**src/rtl/core/ssrr_pkg.sv**
```systemverilog
`default_nettype none
package ssrr_pkg;

  localparam int FRACTION_BITS = 8;

  localparam int unsigned CFG_IDX_W = 3;
  localparam int unsigned CFG_DATA_W = 32;

  localparam logic [CFG_IDX_W-1:0] REG_DELAY_NUM  = 3'd0;
  localparam logic [CFG_IDX_W-1:0] REG_TARGET     = 3'd1;
  localparam logic [CFG_IDX_W-1:0] REG_A2D_RATIO  = 3'd2;
  localparam logic [CFG_IDX_W-1:0] REG_D2A_RATIO  = 3'd3;
  localparam logic [CFG_IDX_W-1:0] REG_RAMP_STEP  = 3'd4;
  localparam logic [CFG_IDX_W-1:0] REG_WATCH_JERK = 3'd5;

  localparam logic [2:0] ACT_NONE     = 3'd0;
  localparam logic [2:0] ACT_END_BRK  = 3'd1;
  localparam logic [2:0] ACT_JERK_BRK = 3'd2;
  localparam logic [2:0] ACT_TARGET   = 3'd3;
  localparam logic [2:0] ACT_ACCEL    = 3'd4;
  localparam logic [2:0] ACT_DECEL    = 3'd5;
  localparam logic [2:0] ACT_START    = 3'd6;

  // shared divider request and reply
  typedef struct packed {
    logic        start;
    logic [31:0] dividend;
    logic [31:0] divisor;
  } div_req_t;

  typedef struct packed {
    logic        done;
    logic [31:0] quotient;
  } div_rsp_t;

  // shared root unit request and reply
  typedef struct packed {
    logic        start;
    logic [31:0] radicand;
  } sqrt_req_t;

  typedef struct packed {
    logic        done;
    logic [15:0] root;
  } sqrt_rsp_t;

endpackage
`default_nettype wire

```
**src/rtl/core/stepper_speed_ramp_regulator.sv**
```systemverilog
`default_nettype none
// channel | direction | ports
// in      | input     | in_valid, in_ready, in_kind, in_end_distance, in_jerk_distance,
//         |           | in_start_period
// out     | output    | out_valid, out_ready, out_period, out_period_changed, out_action
// cfg     | input     | cfg_we, cfg_idx, cfg_data
//
// one word at a time: a start or a tick with no update goes from decide straight to output;
// a ramp or brake tick takes a 32x24 ratio multiply, a 16-step root and a 32-step divider,
// target reached a 32-step divider, a squaring, a ratio multiply and a 16-step root
// the shared divider and root unit each give one bit per cycle
// synchronous active-low reset restores the register defaults and motion state
// input is not ready while a word is in work or its result waits in the output register
module stepper_speed_ramp_regulator (
  input  wire logic        clk,
  input  wire logic        rst_n,
  input  wire logic        in_valid,
  output logic             in_ready,
  input  wire logic        in_kind,
  input  wire logic [23:0] in_end_distance,
  input  wire logic [23:0] in_jerk_distance,
  input  wire logic [31:0] in_start_period,
  output logic             out_valid,
  input  wire logic        out_ready,
  output logic [31:0]      out_period,
  output logic             out_period_changed,
  output logic [2:0]       out_action,
  input  wire logic        cfg_we,
  input  wire logic [ssrr_pkg::CFG_IDX_W-1:0]  cfg_idx,
  input  wire logic [ssrr_pkg::CFG_DATA_W-1:0] cfg_data
);

  typedef enum logic [8:0] {
    S_IDLE   = 9'b000000001,
    S_DECIDE = 9'b000000010,
    S_TDIV   = 9'b000000100,
    S_TSQ    = 9'b000001000,
    S_SCALE  = 9'b000010000,
    S_ROOT   = 9'b000100000,
    S_PDIV   = 9'b001000000,
    S_DONE   = 9'b010000000,
    S_OUT    = 9'b100000000
  } state_t;

  state_t state_r, state_nxt;

  // configuration registers
  logic [31:0] dnum_r, tgt_r, step_r;
  logic [23:0] a2d_r, d2a_r;
  logic        watch_r;

  // motion state
  logic [31:0] accel_r, accel_nxt;
  logic [31:0] brake_r, brake_nxt;
  logic [15:0] root_r, root_nxt;
  logic [31:0] per_r, per_nxt;
  logic        rising_r, rising_nxt;
  logic        reg_on_r, reg_on_nxt;
  logic        skip_r, skip_nxt;

  // captured word and job flags
  logic        kind_r;
  logic [23:0] endd_r, jerkd_r;
  logic [31:0] sp_r;
  logic        chg_r, chg_nxt;
  logic [2:0]  act_r, act_nxt;
  logic        brk_r, brk_nxt;   // brake: scale brake into accel
  logic        pend_r, pend_nxt; // period recompute pending after root

  // registered product stage
  logic [55:0] prod_r;
  logic [31:0] mul_a;
  logic [23:0] mul_b;
  logic [31:0] scaled;

  ssrr_pkg::div_req_t  dreq;
  ssrr_pkg::div_rsp_t  drsp;
  ssrr_pkg::sqrt_req_t sreq;
  ssrr_pkg::sqrt_rsp_t srsp;

  ssrr_div u_div (.clk(clk), .rst_n(rst_n), .req(dreq), .rsp(drsp));
  ssrr_sqrt u_sqrt (.clk(clk), .rst_n(rst_n), .req(sreq), .rsp(srsp));

  logic [40:0] end_sh, jerk_sh;
  logic [32:0] sum33;
  logic        end_hit, jerk_hit, too_slow;
  logic [31:0] tq;
  logic [15:0] tr;
  logic [55:0] shifted;
  logic [55:0] sq_sh;

  assign end_sh    = {17'd0, endd_r} << ssrr_pkg::FRACTION_BITS;
  assign jerk_sh   = {17'd0, jerkd_r} << ssrr_pkg::FRACTION_BITS;
  assign end_hit   = end_sh < {9'd0, brake_r};
  assign jerk_hit  = watch_r && (jerk_sh < {9'd0, brake_r});
  assign too_slow  = per_r > tgt_r;
  assign sum33     = {1'b0, accel_r} + {1'b0, step_r};
  assign tq        = (tgt_r == 32'd0) ? 32'hFFFF_FFFF : drsp.quotient;
  assign tr        = (tq > 32'd65535) ? 16'hFFFF : tq[15:0];
  assign shifted   = prod_r >> 16;
  assign scaled    = (shifted[55:32] != 24'd0) ? 32'hFFFF_FFFF : shifted[31:0];
  assign sq_sh     = prod_r << ssrr_pkg::FRACTION_BITS;

  // multiplier operands, product registered before use
  always_comb begin
    mul_a = brk_r ? brake_r : accel_r;
    mul_b = brk_r ? d2a_r : a2d_r;
  end

  always_comb begin
    state_nxt  = state_r;
    accel_nxt  = accel_r;
    brake_nxt  = brake_r;
    root_nxt   = root_r;
    per_nxt    = per_r;
    rising_nxt = rising_r;
    reg_on_nxt = reg_on_r;
    skip_nxt   = skip_r;
    chg_nxt    = chg_r;
    act_nxt    = act_r;
    brk_nxt    = brk_r;
    pend_nxt   = pend_r;
    dreq       = '0;
    sreq       = '0;
    case (state_r)
      S_IDLE: begin
        if (in_valid) state_nxt = S_DECIDE;
      end
      S_DECIDE: begin
        chg_nxt  = 1'b0;
        act_nxt  = ssrr_pkg::ACT_NONE;
        brk_nxt  = 1'b0;
        pend_nxt = 1'b1;
        state_nxt = S_OUT;
        if (kind_r) begin
          per_nxt    = (sp_r > tgt_r) ? sp_r : tgt_r;
          rising_nxt = 1'b1;
          reg_on_nxt = 1'b1;
          skip_nxt   = 1'b0;
          chg_nxt    = 1'b1;
          act_nxt    = ssrr_pkg::ACT_START;
        end else if (end_hit || jerk_hit) begin
          brake_nxt  = end_hit ? ((end_sh[40:32] != 9'd0) ? 32'hFFFF_FFFF : end_sh[31:0])
                               : ((jerk_sh[40:32] != 9'd0) ? 32'hFFFF_FFFF : jerk_sh[31:0]);
          brk_nxt    = 1'b1;
          reg_on_nxt = 1'b1;
          rising_nxt = 1'b1;
          skip_nxt   = 1'b1;
          chg_nxt    = 1'b1;
          act_nxt    = end_hit ? ssrr_pkg::ACT_END_BRK : ssrr_pkg::ACT_JERK_BRK;
          state_nxt  = S_SCALE;
        end else if (reg_on_r) begin
          if (skip_r) begin
            skip_nxt = 1'b0;
          end else if (too_slow != rising_r) begin
            per_nxt       = tgt_r;
            dreq.start    = 1'b1;
            dreq.dividend = dnum_r;
            dreq.divisor  = tgt_r;
            reg_on_nxt    = 1'b0;
            pend_nxt      = 1'b0;
            act_nxt       = ssrr_pkg::ACT_TARGET;
            state_nxt     = S_TDIV;
          end else if (too_slow) begin
            accel_nxt  = sum33[32] ? 32'hFFFF_FFFF : sum33[31:0];
            rising_nxt = 1'b1;
            chg_nxt    = 1'b1;
            act_nxt    = ssrr_pkg::ACT_ACCEL;
            state_nxt  = S_SCALE;
          end else begin
            accel_nxt  = (accel_r > step_r) ? accel_r - step_r : 32'd0;
            rising_nxt = 1'b0;
            chg_nxt    = 1'b1;
            act_nxt    = ssrr_pkg::ACT_DECEL;
            state_nxt  = S_SCALE;
          end
        end
      end
      S_TDIV: begin
        if (drsp.done) begin
          root_nxt  = tr;
          state_nxt = S_TSQ;
        end
      end
      S_TSQ: begin
        // product of root with itself, shifted and saturated
        if (sq_sh[55:32] != 24'd0) accel_nxt = 32'hFFFF_FFFF;
        else accel_nxt = sq_sh[31:0];
        state_nxt = S_SCALE;
      end
      S_SCALE: begin
        // product register loads from the current operands here, for use in the root state
        state_nxt = S_ROOT;
      end
      S_ROOT: begin
        if (brk_r) accel_nxt = scaled;
        else brake_nxt = scaled;
        brk_nxt   = 1'b0;
        sreq.start    = 1'b1;
        sreq.radicand = (brk_r ? scaled : accel_r) >> ssrr_pkg::FRACTION_BITS;
        state_nxt = S_PDIV;
      end
      S_PDIV: begin
        if (srsp.done) begin
          root_nxt = srsp.root;
          if (pend_r && srsp.root != 16'd0) begin
            dreq.start    = 1'b1;
            dreq.dividend = dnum_r;
            dreq.divisor  = {16'd0, srsp.root};
            state_nxt     = S_DONE;
          end else begin
            if (pend_r) per_nxt = 32'd0;
            state_nxt = S_OUT;
          end
        end
      end
      S_DONE: begin
        if (drsp.done) begin
          per_nxt   = drsp.quotient;
          state_nxt = S_OUT;
        end
      end
      S_OUT: begin
        if (out_ready) state_nxt = S_IDLE;
      end
      default: state_nxt = S_IDLE;
    endcase
  end

  // squaring of the target root shares the product register
  always_ff @(posedge clk) begin
    if (state_r == S_TDIV) prod_r <= {24'd0, tr} * {24'd0, tr};
    else prod_r <= mul_a * {32'd0, mul_b};
  end

  always_ff @(posedge clk) begin
    if (!rst_n) begin
      state_r  <= S_IDLE;
      dnum_r   <= '0;
      tgt_r    <= '0;
      a2d_r    <= 24'd65536;
      d2a_r    <= 24'd65536;
      step_r   <= '0;
      watch_r  <= 1'b0;
      accel_r  <= '0;
      brake_r  <= '0;
      root_r   <= '0;
      per_r    <= '0;
      rising_r <= 1'b1;
      reg_on_r <= 1'b1;
      skip_r   <= 1'b0;
      chg_r    <= 1'b0;
      act_r    <= ssrr_pkg::ACT_NONE;
      brk_r    <= 1'b0;
      pend_r   <= 1'b0;
    end else begin
      state_r  <= state_nxt;
      accel_r  <= accel_nxt;
      brake_r  <= brake_nxt;
      root_r   <= root_nxt;
      per_r    <= per_nxt;
      rising_r <= rising_nxt;
      reg_on_r <= reg_on_nxt;
      skip_r   <= skip_nxt;
      chg_r    <= chg_nxt;
      act_r    <= act_nxt;
      brk_r    <= brk_nxt;
      pend_r   <= pend_nxt;
      // register writes
      if (cfg_we) begin
        case (cfg_idx)
          ssrr_pkg::REG_DELAY_NUM:  dnum_r  <= cfg_data;
          ssrr_pkg::REG_TARGET:     tgt_r   <= cfg_data;
          ssrr_pkg::REG_A2D_RATIO:  a2d_r   <= cfg_data[23:0];
          ssrr_pkg::REG_D2A_RATIO:  d2a_r   <= cfg_data[23:0];
          ssrr_pkg::REG_RAMP_STEP:  step_r  <= cfg_data;
          ssrr_pkg::REG_WATCH_JERK: watch_r <= cfg_data[0];
          default: ;
        endcase
      end
    end
  end

  // capture the input word
  always_ff @(posedge clk) begin
    if (in_valid && in_ready) begin
      kind_r  <= in_kind;
      endd_r  <= in_end_distance;
      jerkd_r <= in_jerk_distance;
      sp_r    <= in_start_period;
    end
  end

  assign in_ready           = (state_r == S_IDLE);
  assign out_valid          = (state_r == S_OUT);
  assign out_period         = per_r;
  assign out_period_changed = chg_r;
  assign out_action         = act_r;

endmodule
`default_nettype wire

```
**src/rtl/core/ssrr_div.sv**
```systemverilog
`default_nettype none
// restoring divider, one quotient bit per cycle
module ssrr_div (
  input  wire logic              clk,
  input  wire logic              rst_n,
  input  wire ssrr_pkg::div_req_t req,
  output ssrr_pkg::div_rsp_t      rsp
);

  logic [31:0] rem_r, rem_nxt;
  logic [31:0] quo_r, quo_nxt;
  logic [31:0] dvs_r, dvs_nxt;
  logic [5:0]  cnt_r, cnt_nxt;
  logic        busy_r, busy_nxt;
  logic        done_r, done_nxt;
  logic [32:0] trial;
  logic [32:0] shifted;

  // one shift and subtract step
  always_comb begin
    rem_nxt  = rem_r;
    quo_nxt  = quo_r;
    dvs_nxt  = dvs_r;
    cnt_nxt  = cnt_r;
    busy_nxt = busy_r;
    done_nxt = 1'b0;
    shifted  = {rem_r, quo_r[31]};
    trial    = shifted - {1'b0, dvs_r};
    if (req.start) begin
      rem_nxt  = '0;
      quo_nxt  = req.dividend;
      dvs_nxt  = req.divisor;
      cnt_nxt  = 6'd32;
      busy_nxt = 1'b1;
    end else if (busy_r) begin
      if (!trial[32]) begin
        rem_nxt = trial[31:0];
        quo_nxt = {quo_r[30:0], 1'b1};
      end else begin
        rem_nxt = shifted[31:0];
        quo_nxt = {quo_r[30:0], 1'b0};
      end
      cnt_nxt = cnt_r - 6'd1;
      if (cnt_r == 6'd1) begin
        busy_nxt = 1'b0;
        done_nxt = 1'b1;
      end
    end
  end

  always_ff @(posedge clk) begin
    if (!rst_n) begin
      busy_r <= 1'b0;
      done_r <= 1'b0;
      cnt_r  <= '0;
    end else begin
      busy_r <= busy_nxt;
      done_r <= done_nxt;
      cnt_r  <= cnt_nxt;
    end
    rem_r <= rem_nxt;
    quo_r <= quo_nxt;
    dvs_r <= dvs_nxt;
  end

  assign rsp.done     = done_r;
  assign rsp.quotient = quo_r;

endmodule
`default_nettype wire

```
**src/rtl/core/ssrr_sqrt.sv**
```systemverilog
`default_nettype none
// digit-by-digit integer root, one result bit per cycle
module ssrr_sqrt (
  input  wire logic               clk,
  input  wire logic               rst_n,
  input  wire ssrr_pkg::sqrt_req_t req,
  output ssrr_pkg::sqrt_rsp_t      rsp
);

  logic [31:0] val_r, val_nxt;
  logic [31:0] res_r, res_nxt;
  logic [31:0] bit_r, bit_nxt;
  logic        busy_r, busy_nxt;
  logic        done_r, done_nxt;
  logic [32:0] sum;

  always_comb begin
    val_nxt  = val_r;
    res_nxt  = res_r;
    bit_nxt  = bit_r;
    busy_nxt = busy_r;
    done_nxt = 1'b0;
    sum      = {1'b0, res_r} + {1'b0, bit_r};
    if (req.start) begin
      val_nxt  = req.radicand;
      res_nxt  = '0;
      bit_nxt  = 32'h4000_0000;
      busy_nxt = 1'b1;
    end else if (busy_r) begin
      if ({1'b0, val_r} >= sum) begin
        val_nxt = val_r - sum[31:0];
        res_nxt = (res_r >> 1) + bit_r;
      end else begin
        res_nxt = res_r >> 1;
      end
      bit_nxt = bit_r >> 2;
      if (bit_r == 32'd1) begin
        busy_nxt = 1'b0;
        done_nxt = 1'b1;
      end
    end
  end

  always_ff @(posedge clk) begin
    if (!rst_n) begin
      busy_r <= 1'b0;
      done_r <= 1'b0;
    end else begin
      busy_r <= busy_nxt;
      done_r <= done_nxt;
    end
    val_r <= val_nxt;
    res_r <= res_nxt;
    bit_r <= bit_nxt;
  end

  // root of a 32-bit value never exceeds 65535
  assign rsp.done = done_r;
  assign rsp.root = res_r[15:0];

endmodule
`default_nettype wire

```
**config.mk**
```make
export PLATFORM = sky130hd
export DESIGN_NAME = stepper_speed_ramp_regulator
export DESIGN_NICKNAME = d
export VERILOG_FILES = /design/src/rtl/core/ssrr_pkg.sv /design/src/rtl/core/stepper_speed_ramp_regulator.sv /design/src/rtl/core/ssrr_div.sv /design/src/rtl/core/ssrr_sqrt.sv
export SDC_FILE = /design/constraint.sdc
export NUM_CORES = 2
export LEC_CHECK = 0
export BUFFER_PORTS_ARGS = -buffer_cell sky130_fd_sc_hd__clkbuf_2
export CAP_MARGIN = 20
export CORE_ASPECT_RATIO = 1.25
export CORE_MARGIN = 1
export CORE_UTILIZATION = 60
export CTS_BUF_LIST = sky130_fd_sc_hd__clkbuf_4 sky130_fd_sc_hd__clkbuf_8
export CTS_CLUSTER_SIZE = 30
export DETAILED_ROUTE_END_ITERATION = 7
export PLACE_DENSITY = 0.77
export SLEW_MARGIN = 0
export SYNTH_ARGS = -nofsm -noshare
export SYNTH_HDL_FRONTEND = slang
export SYNTH_HIERARCHICAL = 1
export SYNTH_SLANG_ARGS = --single-unit
```
**constraint.sdc**
```tcl
create_clock -name clk -period 10.5 [get_ports clk]
set_clock_uncertainty 0.05 [all_clocks]
set_input_delay 0.525 -clock clk [delete_from_list [all_inputs] [get_ports clk]]
set_output_delay 0.525 -clock clk [all_outputs]
set_load 0.03 [all_outputs]
```
==> results.yml <==
sta:
  rsz0062_at_grt: "no"
  timing.setup.tns_ns: 0
  min_period_ns: 9.60
  setup_viol: 0
  clock.fmax_mhz: 104
  worst_slew_pin_slew_ns: 1.27
  slew_violations: 0
  slew-limit-headroom_pct: 13.2
  hold_viol_final: 0
  min_period_over_period_pct: 91.5
  worst_slack_ns: 0.897
routing:
  routedWlPerCell_um: 25.1
  num_vias: 58400
  drtAntennaViolNets: 0
  drc: 46
  viasPerCell: 6.25
  drt_wl_total_mm: 234
  drt_iter0_drc: 5868
  dr.pass1.iters: 8
worst_setup_path:
  crit_arrival_ns: 10.19
  worstPathRequired_ns: 11.09
  critPathBufInv: 9
  crit_path_top_delay_cell: "nor2_1"
  max_stage_delay_ns: 0.86
  critPathKind: "reg -> reg"
  end_kind: "register"
  cp_top_family: "adder cells"
  cp_common_cell: "inv_1"
  start_kind: "register"
  worst-path-max-fanout: 22
yosys:
  synthTopCellsByArea: "fa_1 25%, dfxtp_1 12%, ha_1 10%"
  synth_top_area_share_pct: 24.6
  synth_area_um2: 67100
  yosysWarnings: 6
  synth_top_area_cell: "fa_1"
  synth_cell_types: 105
  async_reset_ff_share_pct: 0
  synthCells: 7764
  synth_seq_cells: 582
  synth_top_flop_cell: "dfxtp_1"
  syn_area_per_cell_um2: 8.64
  synth-edff-count: 177
  synth_seq_area_share_pct: 20.0
placement:
  place_hpwl_mm: 181
  numPortBuffers: 158
  routabilityCongestion: 1.08
  dp_slack_ns: 1.05
  placed_cells: 9067
clocking:
  numClockSinks: 582
  numCtsBuffers: 92
  htree_levels: 3
  clock_latency_ns: 0.83
  clockBufferDepth: 3
  clkSlewWorstSetupHoldPaths_ns: 0.07
  cts_tree: "yes"
  cts_root_buf: "clkbuf_8"
floorplan:
  die_width_um: 301
  start_util_pct: 60.8
  rows: 136
  pin_count: 159
  core_um2: 110000
  dieArea_um2: 113000
  die_height_um: 376
cells_and_area:
  fin_cells: 9342
  drive_above_1_share_pct: 7.86
  nets: 9310
  syn_to_final_growth_pct: 7.38
  fillers: 9236
job:
  drv_cap: 0
power:
  vdd.ir_drop.worst_mv: 0.155
  p_leak_uw: 0.0312
  p_total_uw: 7810
  p_per_area_nw_per_um2: 108
global_routing:
  grt_pass1_wl_mm: 353
  first_global_vias: 58900
  grt_max_degree: 97
  antenna_found_initial: 10
  grt_usage_pct: 41.6
  overflow: 0
status:
  outcome: "finished with violations"
  violations: "DRC"
min_path:
  hold_class: "in -> reg"
## metal layers
layer / up-vias / routed length [um] / part of all wire [%] / global-route usage [%]
met5: - / 46 / 0.020 / 0
met4: 8 / 21300 / 9.1 / 31.4
met3: 953 / 23400 / 10 / 10.5
met2: 2999 / 107000 / 46 / 66.3
met1: 28700 / 82100 / 35 / 48.2
li1: 25700 / - / - / -
## where the power goes
| group | total, uW | internal, uW | leakage (uW) | switching [uW] |
|---|---|---|---|---|
| logic | 2810 | 977 | 0.0252 | 1830 |
| registers | 2730 | 2530 | 0.00486 | 202 |
| clock network | 2270 | 1220 | 0.00111 | 1060 |
| total | 7810 | 4720 | 0.0312 | 3090 |
## sequential cells by signal, summed over array words and instances, names as in the netlist, 16 cells and up
name,flops
a2d_r,24
accel_r,32
brake_r,32
d2a_r,24
dnum_r,32
endd_r,24
jerkd_r,24
out_period,32
prod_r,56
sp_r,32
step_r,32
tgt_r,32
u_div/dvs_r,32
u_div/quo_r,32
u_div/rem_r,32
u_sqrt/bit_r,16
u_sqrt/res_r,32
u_sqrt/val_r,32
## timing repair
item                       4_1_cts  5_1_grt
hold buffers                    91        0
hold endpoints to repair        98        0
gates resized for setup          0        0
setup buffers                    0        0
setup endpoints to repair        0        0
## worst reg2reg max path: cells and delay by family (launching register included)
kind | cells | cell delay [ns]
AOI/OAI and AO/OA | 8 | 2.09
adders and majority gates | 7 | 3.35
buffers and inverters | 9 | 1.32
DFF | 1 | 0.49
and+or+nand+nor | 7 | 2.08
## cell families after synthesis
kind of cell | count (synthesis) | synth area share [%]
AND/OR/NAND/NOR | 2480 | 16.1
other | 1 | 0.00559
buffers and inverters | 1456 | 8.48
flip-flops | 582 | 20.0
AO/OA/AOI/OAI | 1445 | 14.3
XOR/XNOR | 195 | 2.57
adder cells (fa/ha/maj) | 1379 | 34.9
multiplexers | 226 | 3.58
## layout make-up
cell class	count	area, um2	share of cell area [%]
Antenna cell	7	17.5	0.0243
Clock buffer	133	1660	2.31
Clock inverter	37	440	0.611
Inverter	1063	3990	5.54
Multi-Input combinational cell	5733	48200	66.9
Sequential cell	582	13400	18.6
Tap cell	1449	1810	2.52
Timing Repair Buffer	338	2510	3.49
## worst paths after layout
check	endpoint	slack [ns]	cells past startpoint	startpoint
hold reg to reg	a2d_r[12]	0.41	2	a2d_r[12]
setup reg to reg	prod_r[20]	0.90	31	u_div/quo_r[31]
hold / removal	dnum_r[19]	0.08	3	cfg_data[19]
setup / recovery	prod_r[20]	0.90	31	u_div/quo_r[31]
## synth_stat cells (118+ instances only)
master    number
ha_1         555
xnor2_1      118
a21boi_0     149
fa_1         824
dfxtp_1      405
nor2_1       669
nand2_1     1210
edfxtp_1     177
inv_1       1054
clkbuf_1     299
a21oi_1      344
o21ai_0      214
## cell usage in the layout, fill, tap and decap left out, types with 37 or more instances in the layout
cell type and count:
o21ai_1 56, xor2_1 76, inv_1 1053, a21oi_1 344, dlygate4sd3_1 91, a31oi_1 73, xnor2_1 118, clkbuf_2 157
and2_1 88, nand2b_1 43, fa_1 824, nor2_1 667, mux2_2 108, o31ai_1 37, o21ai_0 213, o211ai_1 75
a211oi_1 97, o211a_1 40, clkbuf_8 106, nand3_1 104, nor3_1 67, o21a_1 43, dfxtp_1 402, a21boi_0 149
nor2b_1 50, nand2_1 1209, nand4_1 63, nor4_1 49, ha_1 555, edfxtp_1 177, a21o_1 84, buf_4 78
mux2i_1 107
## through the flow
| stage | hold WS [ns] | instance area (um2) | util, % |
|---|---|---|---|
| after global placement | 0.394 | 68800 | 62.3 |
| after CTS | 0.00462 | 71900 | 65.1 |
| after global routing | 0.0390 | 72000 | 65.2 |
| final | 0.0816 | 72000 | 65.2 |
| after detailed placement | 0.405 | 68900 | 62.4 |
| after floorplan | 0.385 | 67100 | - |
(Power assumes the default switching activity.)
